==> src/rtl/tqsi_pkg.sv <==
package tqsi_pkg;

  // Field widths of the transactions and registers.
  localparam int unsigned ID_W       = 8;
  localparam int unsigned CNT_W      = 32;
  localparam int unsigned STATUS_W   = 2;
  localparam int unsigned MODE_W     = 2;
  localparam int unsigned CFG_IDX_W  = 2;
  localparam int unsigned CFG_DATA_W = 8;

  // Operation codes.
  localparam logic OP_ENQUEUE = 1'b0;
  localparam logic OP_DEQUEUE = 1'b1;

  // Result status codes.
  localparam logic [STATUS_W-1:0] STAT_OK      = 2'd0;
  localparam logic [STATUS_W-1:0] STAT_EMPTY   = 2'd1;
  localparam logic [STATUS_W-1:0] STAT_REFUSED = 2'd2;
  localparam logic [STATUS_W-1:0] STAT_FULL    = 2'd3;

  // Enqueue modes; the unused fourth code behaves as sorted mode.
  localparam logic [MODE_W-1:0] MODE_REGULAR   = 2'd0;
  localparam logic [MODE_W-1:0] MODE_IDLE_REAR = 2'd1;
  localparam logic [MODE_W-1:0] MODE_SORTED    = 2'd2;

  // Configuration register indexes.
  localparam logic [CFG_IDX_W-1:0] CFG_ENQUEUE_MODE = 2'd0;
  localparam logic [CFG_IDX_W-1:0] CFG_GUARD_IDLE   = 2'd1;
  localparam logic [CFG_IDX_W-1:0] CFG_IDLE_TASK_ID = 2'd2;

  typedef struct packed {
    logic             operation;
    logic [ID_W-1:0]  task_id;
    logic [CNT_W-1:0] sort_key;
  } in_item_t;

  typedef struct packed {
    logic [STATUS_W-1:0] status;
    logic [ID_W-1:0]     out_task_id;
    logic [CNT_W-1:0]    out_block_count;
  } out_item_t;

  // Commands from the controller to the datapath.
  typedef struct packed {
    logic load;
    logic eval;
    logic apply;
  } cmd_t;

endpackage

==> src/rtl/tqsi_ctrl.sv <==
module tqsi_ctrl (
  input  logic           clk,
  input  logic           rst_n,
  input  logic           in_valid,
  output logic           in_stall,
  output logic           out_valid,
  input  logic           out_stall,
  output tqsi_pkg::cmd_t cmd
);

  typedef enum logic [1:0] {
    ST_IDLE,
    ST_EVAL,
    ST_APPLY
  } state_t;

  state_t state_r;
  logic   in_stall_r;
  logic   out_valid_r;
  logic   take_in;
  logic   out_free;

  // A new transaction is taken only in idle; the result register frees when drained.
  assign take_in  = (state_r == ST_IDLE) && in_valid && !in_stall_r;
  assign out_free = !out_valid_r || !out_stall;

  assign cmd.load  = take_in;
  assign cmd.eval  = (state_r == ST_EVAL);
  assign cmd.apply = (state_r == ST_APPLY) && out_free;

  assign in_stall  = in_stall_r;
  assign out_valid = out_valid_r;

  // State and registered handshake outputs.
  always_ff @(posedge clk) begin
    if (!rst_n) begin
      state_r     <= ST_IDLE;
      in_stall_r  <= 1'b0;
      out_valid_r <= 1'b0;
    end else begin
      // The result register fills on apply and empties when the receiver takes it.
      if (cmd.apply) begin
        out_valid_r <= 1'b1;
      end else if (out_valid_r && !out_stall) begin
        out_valid_r <= 1'b0;
      end
      case (state_r)
        ST_IDLE: begin
          if (take_in) begin
            state_r    <= ST_EVAL;
            in_stall_r <= 1'b1;
          end
        end
        ST_EVAL: begin
          state_r <= ST_APPLY;
        end
        ST_APPLY: begin
          if (out_free) begin
            state_r    <= ST_IDLE;
            in_stall_r <= 1'b0;
          end
        end
        default: begin
          state_r    <= ST_IDLE;
          in_stall_r <= 1'b0;
        end
      endcase
    end
  end

endmodule

==> src/rtl/tqsi_dp.sv <==
module tqsi_dp #(
  parameter int unsigned DEPTH = 16
) (
  input  logic                                clk,
  input  logic                                rst_n,
  input  tqsi_pkg::cmd_t                      cmd,
  input  tqsi_pkg::in_item_t                  in_payload,
  output tqsi_pkg::out_item_t                 out_payload,
  input  logic                                cfg_we,
  input  logic [tqsi_pkg::CFG_IDX_W-1:0]      cfg_index,
  input  logic [tqsi_pkg::CFG_DATA_W-1:0]     cfg_wdata
);

  localparam int unsigned OCC_W = $clog2(DEPTH + 1);
  localparam logic [OCC_W-1:0] OCC_FULL = OCC_W'(DEPTH);

  // Configuration registers.
  logic [tqsi_pkg::MODE_W-1:0] mode_r;
  logic                        guard_r;
  logic [tqsi_pkg::ID_W-1:0]   idle_id_r;

  // Queue cells, position 0 is the head.
  logic [tqsi_pkg::ID_W-1:0]  ids_r [DEPTH];
  logic [tqsi_pkg::CNT_W-1:0] cnt_r [DEPTH];
  logic [tqsi_pkg::ID_W-1:0]  id_nxt [DEPTH];
  logic [tqsi_pkg::CNT_W-1:0] cnt_nxt [DEPTH];
  logic [OCC_W-1:0]           occ_r;
  logic [OCC_W-1:0]           occ_nxt;

  tqsi_pkg::in_item_t  item_r;
  tqsi_pkg::out_item_t out_r;
  tqsi_pkg::out_item_t out_nxt;

  logic [DEPTH-1:0] hit;
  logic [DEPTH-1:0] match_r;
  logic [DEPTH-1:0] shift_up;

  logic head_idle;
  logic is_enq;
  logic enq_ok;
  logic deq_ok;

  assign head_idle = (ids_r[0] == idle_id_r);
  assign is_enq    = (item_r.operation == tqsi_pkg::OP_ENQUEUE);
  assign enq_ok    = is_enq && (occ_r != OCC_FULL);
  assign deq_ok    = !is_enq && (occ_r != '0) && !(guard_r && head_idle);

  // Per-cell compare and move selection. The first flagged cell is the insert
  // point; the cell one past the tail is always flagged so an append falls out.
  genvar g;
  for (g = 0; g < DEPTH; g++) begin : g_cell
    logic                       valid;
    logic                       cmp;
    logic [tqsi_pkg::ID_W-1:0]  up_id;
    logic [tqsi_pkg::CNT_W-1:0] up_cnt;
    logic [tqsi_pkg::ID_W-1:0]  dn_id;
    logic [tqsi_pkg::CNT_W-1:0] dn_cnt;

    assign valid = (OCC_W'(g) < occ_r);

    if (g == 0) begin : g_head
      assign cmp         = (cnt_r[g] > item_r.sort_key);
      assign shift_up[g] = 1'b0;
      assign up_id       = ids_r[g];
      assign up_cnt      = cnt_r[g];
    end else begin : g_body
      assign cmp         = (cnt_r[g] >= item_r.sort_key);
      assign shift_up[g] = |match_r[g-1:0];
      assign up_id       = ids_r[g-1];
      assign up_cnt      = cnt_r[g-1];
    end

    if (g == DEPTH - 1) begin : g_last
      assign dn_id  = ids_r[g];
      assign dn_cnt = cnt_r[g];
    end else begin : g_inner
      assign dn_id  = ids_r[g+1];
      assign dn_cnt = cnt_r[g+1];
    end

    always_comb begin
      case (mode_r)
        tqsi_pkg::MODE_REGULAR:   hit[g] = 1'b0;
        tqsi_pkg::MODE_IDLE_REAR: hit[g] = valid && (ids_r[g] == idle_id_r);
        default:                  hit[g] = valid && cmp;
      endcase
      if (OCC_W'(g) == occ_r) begin
        hit[g] = 1'b1;
      end
    end

    always_comb begin
      id_nxt[g]  = ids_r[g];
      cnt_nxt[g] = cnt_r[g];
      if (enq_ok) begin
        if (shift_up[g]) begin
          id_nxt[g]  = up_id;
          cnt_nxt[g] = up_cnt;
        end else if (match_r[g]) begin
          id_nxt[g]  = item_r.task_id;
          cnt_nxt[g] = item_r.sort_key;
        end
      end else if (deq_ok) begin
        id_nxt[g]  = dn_id;
        cnt_nxt[g] = dn_cnt;
      end
    end
  end

  // Result and occupancy for the current transaction.
  always_comb begin
    out_nxt = '0;
    occ_nxt = occ_r;
    if (is_enq) begin
      if (enq_ok) begin
        occ_nxt = occ_r + 1'b1;
      end else begin
        out_nxt.status = tqsi_pkg::STAT_FULL;
      end
    end else if (occ_r == '0) begin
      out_nxt.status = tqsi_pkg::STAT_EMPTY;
    end else if (guard_r && head_idle) begin
      out_nxt.status = tqsi_pkg::STAT_REFUSED;
    end else begin
      out_nxt.out_task_id     = ids_r[0];
      out_nxt.out_block_count = cnt_r[0];
      occ_nxt                 = occ_r - 1'b1;
    end
  end

  // Control state: occupancy and configuration.
  always_ff @(posedge clk) begin
    if (!rst_n) begin
      occ_r     <= '0;
      mode_r    <= tqsi_pkg::MODE_REGULAR;
      guard_r   <= 1'b0;
      idle_id_r <= '0;
    end else begin
      if (cmd.apply) begin
        occ_r <= occ_nxt;
      end
      if (cfg_we) begin
        case (cfg_index)
          tqsi_pkg::CFG_ENQUEUE_MODE: mode_r    <= cfg_wdata[tqsi_pkg::MODE_W-1:0];
          tqsi_pkg::CFG_GUARD_IDLE:   guard_r   <= cfg_wdata[0];
          tqsi_pkg::CFG_IDLE_TASK_ID: idle_id_r <= cfg_wdata[tqsi_pkg::ID_W-1:0];
          default: ;
        endcase
      end
    end
  end

  // Payload registers: input latch, match flags, queue cells and result.
  always_ff @(posedge clk) begin
    if (cmd.load) begin
      item_r <= in_payload;
    end
    if (cmd.eval) begin
      match_r <= hit;
    end
    if (cmd.apply) begin
      out_r <= out_nxt;
      for (int i = 0; i < DEPTH; i++) begin
        ids_r[i] <= id_nxt[i];
        cnt_r[i] <= cnt_nxt[i];
      end
    end
  end

  assign out_payload = out_r;

endmodule

==> src/rtl/task_queue_sorted_insert.sv <==
// Each transaction is accepted in idle, evaluated (every queue cell compares its entry
// in parallel and the match flags are registered) and applied (the cells shift and the
// result is registered); a new transaction is taken only after the last one is applied.
// The next transaction may enter while a result waits; its shift waits for the drain.
// Reset (rst_n low at a clock edge) empties the queue and clears all config registers.
module task_queue_sorted_insert #(
  parameter int unsigned DEPTH = 16
) (
  input  logic                            clk,
  input  logic                            rst_n,
  input  logic                            in_valid,
  output logic                            in_stall,
  input  tqsi_pkg::in_item_t              in_payload,
  output logic                            out_valid,
  input  logic                            out_stall,
  output tqsi_pkg::out_item_t             out_payload,
  input  logic                            cfg_we,
  input  logic [tqsi_pkg::CFG_IDX_W-1:0]  cfg_index,
  input  logic [tqsi_pkg::CFG_DATA_W-1:0] cfg_wdata
);

  tqsi_pkg::cmd_t cmd;

  // Sequencer for the handshakes.
  tqsi_ctrl u_ctrl (
    .clk       (clk),
    .rst_n     (rst_n),
    .in_valid  (in_valid),
    .in_stall  (in_stall),
    .out_valid (out_valid),
    .out_stall (out_stall),
    .cmd       (cmd)
  );

  // Queue cells, compare logic and result register.
  tqsi_dp #(
    .DEPTH (DEPTH)
  ) u_dp (
    .clk         (clk),
    .rst_n       (rst_n),
    .cmd         (cmd),
    .in_payload  (in_payload),
    .out_payload (out_payload),
    .cfg_we      (cfg_we),
    .cfg_index   (cfg_index),
    .cfg_wdata   (cfg_wdata)
  );

endmodule
==> config.mk <==
export PLATFORM = sky130hd
export DESIGN_NAME = task_queue_sorted_insert
export DESIGN_NICKNAME = d
export VERILOG_FILES = /design/src/rtl/tqsi_pkg.sv /design/src/rtl/tqsi_ctrl.sv /design/src/rtl/tqsi_dp.sv /design/src/rtl/task_queue_sorted_insert.sv
export SDC_FILE = /design/constraint.sdc
export NUM_CORES = 2
export LEC_CHECK = 0
export BUFFER_PORTS_ARGS = -buffer_cell sky130_fd_sc_hd__buf_2
export CORE_MARGIN = 10
export CORE_UTILIZATION = 64
export CTS_CLUSTER_SIZE = 25
export DETAILED_ROUTE_END_ITERATION = 7
export GPL_ROUTABILITY_DRIVEN = 0
export PLACE_DENSITY = 0.81
export SYNTH_ARGS = -nofsm -noshare
export SYNTH_HDL_FRONTEND = slang
export SYNTH_SLANG_ARGS = --single-unit
export TNS_END_PERCENT = 10
==> constraint.sdc <==
create_clock -name clk -period 9.8 [get_ports clk]
set_input_delay 1.96 -clock clk [delete_from_list [all_inputs] [get_ports clk]]
set_output_delay 1.96 -clock clk [all_outputs]
set_load 0.01 [all_outputs]
* Word level (Yosys, flattened, before mapping)
Memory sizes are Yosys's and may differ from the RTL's.
Cells that the tools add are included.
** Cells by class
- Equality and inequality tests :: 41
- Mux-type cells :: 158
- Bitwise operators :: 2
- $lt $le $gt $ge :: 32
- Add/subtract/negate cells :: 2
- Reduce and logical (&&, ||, !) cells :: 73
** Operator list (number)
- $mux W32 :: 62
- $mux W8 :: 62
- $ge A32 B32 Y1 :: 15
- $eq A8 B8 Y1 :: 16
- $eq A4 B5 Y1 const A :: 8
- $logic_and A1 B1 Y1 :: 40
- $lt A4 B5 Y1 const A :: 8
- $gt A32 B32 Y1 :: 1
- $pmux W1 S2 :: 16
- $eq A3 B5 Y1 const A :: 4
- $lt A3 B5 Y1 const A :: 4
- $mux W5 :: 4
- $reduce_or A15 Y1 :: 1
- $reduce_or A14 Y1 :: 1
- $reduce_or A13 Y1 :: 1
- $mux W2 :: 6
- $reduce_or A12 Y1 :: 1
- $reduce_or A11 Y1 :: 1
- $eq A2 B5 Y1 const A :: 2
- $lt A1 B5 Y1 const A :: 2
- $lt A2 B5 Y1 const A :: 2
- $reduce_or A10 Y1 :: 1
- $reduce_or A9 Y1 :: 1
- $reduce_and A2 Y1 :: 4
- 27 further kinds :: 45
** Word-level totals
- Output and inout port bits :: 44
- Memories :: 2
- Input bits :: 56
- Word-level logic and storage cells :: 339
- Bits in registers :: 119
- RAM bits :: 640
** Memories
- u_dp.cnt_r :: depth 16, bits a word 32, read ports 16, clocked after memory_dff 0, wr ports 16, RTL line tqsi_dp.sv:24 : logic [tqsi_pkg::CNT_W-1:0] cnt_r [DEPTH];
- u_dp.ids_r :: depth 16, bits a word 8, read ports 16, clocked after memory_dff 0, wr ports 16, RTL line tqsi_dp.sv:23 : logic [tqsi_pkg::ID_W-1:0] ids_r [DEPTH];

* Longest topological paths before layout
An unclocked memory read counts as a cell.
- Depth after elaboration :: 7
- Gate-level depth with buffers :: 11

* Cells and area by module
From an unflattened synthesis, not the netlist that was laid out.
** Second synthesis, totals
- Cells, all modules :: 4765
- Area total of the unflattened synthesis :: 48636.6 µm²
** By module, submodules not included
- tqsi_dp :: instances 1, area each 48449.0 µm², cells an instance 4745, sequential area each 22511.6 µm²
- tqsi_ctrl :: instances 1, area each 187.7 µm², cells an instance 20, sequential area each 80.1 µm²

* Least setup slack after synthesis
No wires, ideal clock.
- Path kind :: input -> register
- From :: input port out_stall
- To :: memory u_dp.cnt_r[2][0] in the netlist's numbering, enable pin
- Arrival :: 6.982 ns
- Setup time :: 0.451 ns
- Slack :: 2.367 ns
- Cell stages on the path :: 4
- Path through :: a21oi_1 -> o21ai_2 -> clkbuf_1 -> a21oi_1
** RTL lines
- from (decl) :: RTL line task_queue_sorted_insert.sv:15 : input logic out_stall,
- to (decl) :: RTL line tqsi_dp.sv:24

==> results <==
- The path type of the worst min-delay path is reg -> reg.
- The clock tree skew after final layout is 0.03167 ns.
- The placeable core region is 74820 sq um.
- The I/O pin count is 100.
- For the worst flop-to-flop path, the logic depth is 9.
- The count of instances resized after the clock tree is built is 0.
- Across the run, the number of max-cap violations was 0.
- The number of warnings issued by yosys is 0.
- The number of placement rows is 100.
- After clock tree synthesis, the setup repair step added 0 buffers.
- TritonCTS built the clock tree.
- The remaining antenna violation count after routing is 0.
- Ranked by instance count, the synthesized netlist is headed by sky130_fd_sc_hd__nand2_1, sky130_fd_sc_hd__edfxtp_1, sky130_fd_sc_hd__o21ai_0.
- Data on the critical path arrives at its endpoint at 5.44 ns.
- Counting distinct cell types in the post-synthesis netlist gives 72.
- The half-perimeter wire length after placement is 101000 um.
- The startpoint identified for the worst hold timing path is u_ctrl.out_valid.
- Summing every instance area after synthesis gives 48560 sq um.
- After clock tree synthesis, the flow added hold-fix buffers numbering 0.
- After synthesis, the cell types taking the most area are sky130_fd_sc_hd__edfxtp_1, sky130_fd_sc_hd__ha_1, sky130_fd_sc_hd__mux2i_1, sky130_fd_sc_hd__nand2_1, sky130_fd_sc_hd__o21ai_0.
- Data on the critical path is required at its endpoint by 10.12 ns.
- The cell occurring most often along the worst timing path is sky130_fd_sc_hd__buf_4.
- The number of global-route vias before repair is 38430.
- The tightest slew margin relative to the limit is 5.810%.
- The flip-flop and latch count after synthesis is 759.
- Summed over all cells, the static leakage comes to 20.18 nW.
- The worst hold path was traced through 2 stages.
- The detailed-routing iteration count for the pre-antenna-repair pass is 8.
- The clock sink count is 759.
- The worst flop-to-flop path startpoint is u_dp.match_r[1].
- Measured along the x axis, the die boundary spans 295.4 um.
- The internal power contribution is 5.612 mW.
- The worst hold path terminates at u_ctrl.out_valid.
- The maximum vdd ir drop is 141.2 uV.
- The net total in the final layout is 5211.
- Sequential cells were found to cover 46.53% of the synthesized design area.
- The power density relative to cell area is 145.4 nW/um^2.
- The number of fill cells is 5308.
- Summed over all failing endpoints, the final setup total negative slack is 0 ns.
- Traced cell by cell, the critical path runs through or3_2 -> nor4_2 -> nand2_2 -> buf_4 -> nor3_4 -> buf_4 -> nand2_4 -> o211a_2 -> buf_4.
- The flow ran to the end, but the final reports show violations.
- Cells fill 70.15% of the core in the end.
- The final route contains 39560 vias.
- The number of antenna violations at the first check in global routing came to 4.
- Setup repair after global routing left no endpoint under its margin.
- Summing all flip-flop and latch instances after layout gives 22590 sq um.
- The clock-pin slew reported for the worst setup and hold paths after clock tree synthesis is 0.06 ns.
- The total count of max-transition violations in the final report came to 0.
- The effective utilization at floorplan is 64.90%.
- On the worst path, the slowest cell contributes a delay of 0.86 ns.
- Input and output buffers added on the ports amount to 99.
- The worst setup path is captured at a register.
- The share of total power dissipated in sequential elements is 49.3%.
- The count of H-tree levels built during CTS is 3.
- Across every metal layer, demand over resource in global routing totals 33.96%.
- The proportion of layout cells with a drive suffix above 1 is 7.251%.
- The mean number of vias per cell is 6.971.
- The endpoint identified for the worst register-to-register timing path is u_dp.cnt_r[15][9].
- The first global-routing pass estimated 228300 um of wire.
- The slew of the pin with the lowest slew margin is 1.377 ns.
- The final reports fail on DRC.
- Summed over all instances, the cell type with the most area after synthesis is sky130_fd_sc_hd__edfxtp_1.
- The buffer levels on the longest clock path is 3.
- The sum of routed wire length over all layers is 150900 um.
- The die outline height is 295.4 um.
- The synthesized design devotes to its leading area cell type 45.70% of total area.
- The final number of hold-violating endpoints is 0.
- The final critical path time including I/O delays and setup is 5.118 ns.
- In the synthesized netlist the async set-or-reset flop fraction comes to 0%.
- The launching element type of the critical path is a register.
- The area added between synthesis and finish is 8.099%.
- The number of design rule violations left after detail routing is 1.
- The net switching power of the design is 2.018 mW.
- After detailed routing, the average wire length per cell comes to 26.58 um.
- In this run, the number of DRC markers left after iteration 0 of detailed routing was 5695.
- The leftover overflow at the end of global routing is 0.
- The cell count after synthesis is 4664.
- Summing all multi-input logic gate instances after layout gives 24690 sq um.
- The achievable frequency is 195.4 MHz.
- In this run switching power makes up 26.45% of total power.
- The post-synthesis net count is 5237.
- In this run the mean area of a mapped cell was 10.41 sq um.
- The number of synthesized flops with an enable pin is 739.
- The setup check on the worst reg-to-reg path leaves a slack of 4.68 ns.
- Setup violations remaining at the end of the flow were counted as 0.
- The die outline area is 87290 sq um.
- Entering global routing, the biggest net connects 253 pins.
- The classification of the worst setup path is reg -> reg.
- The number of CTS-inserted buffers is 83.
- The clock root buffer master is sky130_fd_sc_hd__clkbuf_16.
- In this run the worst path has a maximum fanout of 42.
- The most common cell in the synthesized netlist is sky130_fd_sc_hd__nand2_1.
- The relative contribution of the clock network to total power is 39.3%.
- The primary flip-flop cell chosen by synthesis mapping is sky130_fd_sc_hd__edfxtp_1.
- The worst path uses 52.23% of the clock period.
- The slowest stage of the critical path is the sky130_fd_sc_hd__nor3_4 cell.
- The share of total power in combinational logic is 11.4%.
- The clock latency reported for the late side of the worst-skew pair is 0.66 ns.
worst max-delay path, delay by kind of cell (launching register included):
family	cells	cell delay [ns]
and+or+nand+nor	5	2.42
buffers and inverters	3	1.38
DFF	1	0.46
AOI/OAI and AO/OA	1	0.46
state kept, by name (all words and copies together), names as in the netlist:
| signal | count |
|---|---|
| u_dp.out_payload | 42 |
| u_dp.idle_id_r | 8 |
| u_dp.guard_r | 1 |
| u_ctrl.in_stall | 1 |
| u_dp.match_r | 16 |
| u_dp.mode_r | 2 |
| u_ctrl.state_r | 2 |
| u_dp.occ_r | 5 |
| u_dp.ids_r | 128 |
| u_dp.item_r | 41 |
| u_dp.cnt_r | 512 |
| u_ctrl.out_valid | 1 |
cells by family after synthesis:
logic type | share of synthesized area [%]
AND/OR/NAND/NOR | 11.48
AO/OA/AOI/OAI | 13.23
flip-flops | 46.53
adder cells (fa/ha/maj) | 13.32
multiplexers | 9.807
buffers and inverters | 3.270
XOR/XNOR | 2.363
power by group through the flow:
stage	clock network, mW	logic [mW]	registers [mW]
2_1_floorplan	0	0.591	3.76
3_3_place_gp	0	0.787	3.82
3_5_place_dp	0	0.833	3.82
4_1_cts	3.00	0.843	3.75
5_1_grt	3.11	0.956	3.76
6_report	3.00	0.868	3.76
worst max path at each step:
| stage | start | to | slack, ns | depth (start not counted) |
|---|---|---|---|---|
| 4_1_cts | u_dp.match_r[1] | u_dp.cnt_r[15][8] | 4.88 | 9 |
| 5_1_grt | u_dp.match_r[1] | u_dp.cnt_r[15][11] | 4.64 | 9 |
| 6_report | u_dp.match_r[1] | u_dp.cnt_r[15][9] | 4.68 | 9 |
| 3_3_place_gp | u_dp.match_r[1] | u_dp.cnt_r[15][1] | 4.98 | 9 |
| 2_1_floorplan | out_stall | u_dp.cnt_r[2][0] | 2.37 | 4 |
| 3_5_place_dp | u_dp.match_r[1] | u_dp.cnt_r[15][8] | 4.88 | 9 |
area by class of cell:
class | count | share of cell area, %
Inverter | 103 | 0.7366
Clock inverter | 39 | 0.5173
Sequential cell | 759 | 43.04
Tap cell | 969 | 2.310
Multi-Input combinational cell | 3514 | 47.04
Antenna cell | 3 | 0.01430
Timing Repair Buffer | 177 | 2.107
Clock buffer | 111 | 4.238
placed cells by master (no fill, tap or decap), drive strengths merged, types with 16 or more instances in the layout:
master and n:
o21ai 585, clkbuf 111, xor2 93, edfxtp 739, buf 177, a211oi 32
clkinv 32, nor2b 34, mux2i 421, mux2 40, xnor2 38, nor2 201
a21o 35, nand4 83, nand2 762, nor4 37, ha 517, a21oi 235
a222oi 38, nand3 48, dfxtp 20, a2111oi 16, a31oi 99, nor3 38
inv 106, and2 47
metal layers:
layer	wire length, um	part of all wire [%]	track usage (%)	vias to the layer above
met5	13	0.0086	0	-
met2	66060	44	51.81	2846
met4	10620	7.0	20.86	2
met3	19170	13	8.588	611
met1	54990	36	43.13	18760
li1	-	-	-	17340
metrics by stage:
stage	cells	hold slack, ns	power [mW]	worst slack (ns)	instance area (sq um)
6_report	5675	0.5857	7.629	4.682	52490
5_1_grt	5672	0.6070	7.833	4.645	52480
4_1_cts	5672	0.5823	7.597	4.884	52480
3_5_place_dp	5522	0.5592	4.653	4.877	49980
3_3_place_gp	5522	0.5482	4.606	4.980	49980
2_1_floorplan	4664	0.5087	4.355	2.367	48560
No activity file was read; power rests on OpenSTA's default activity.
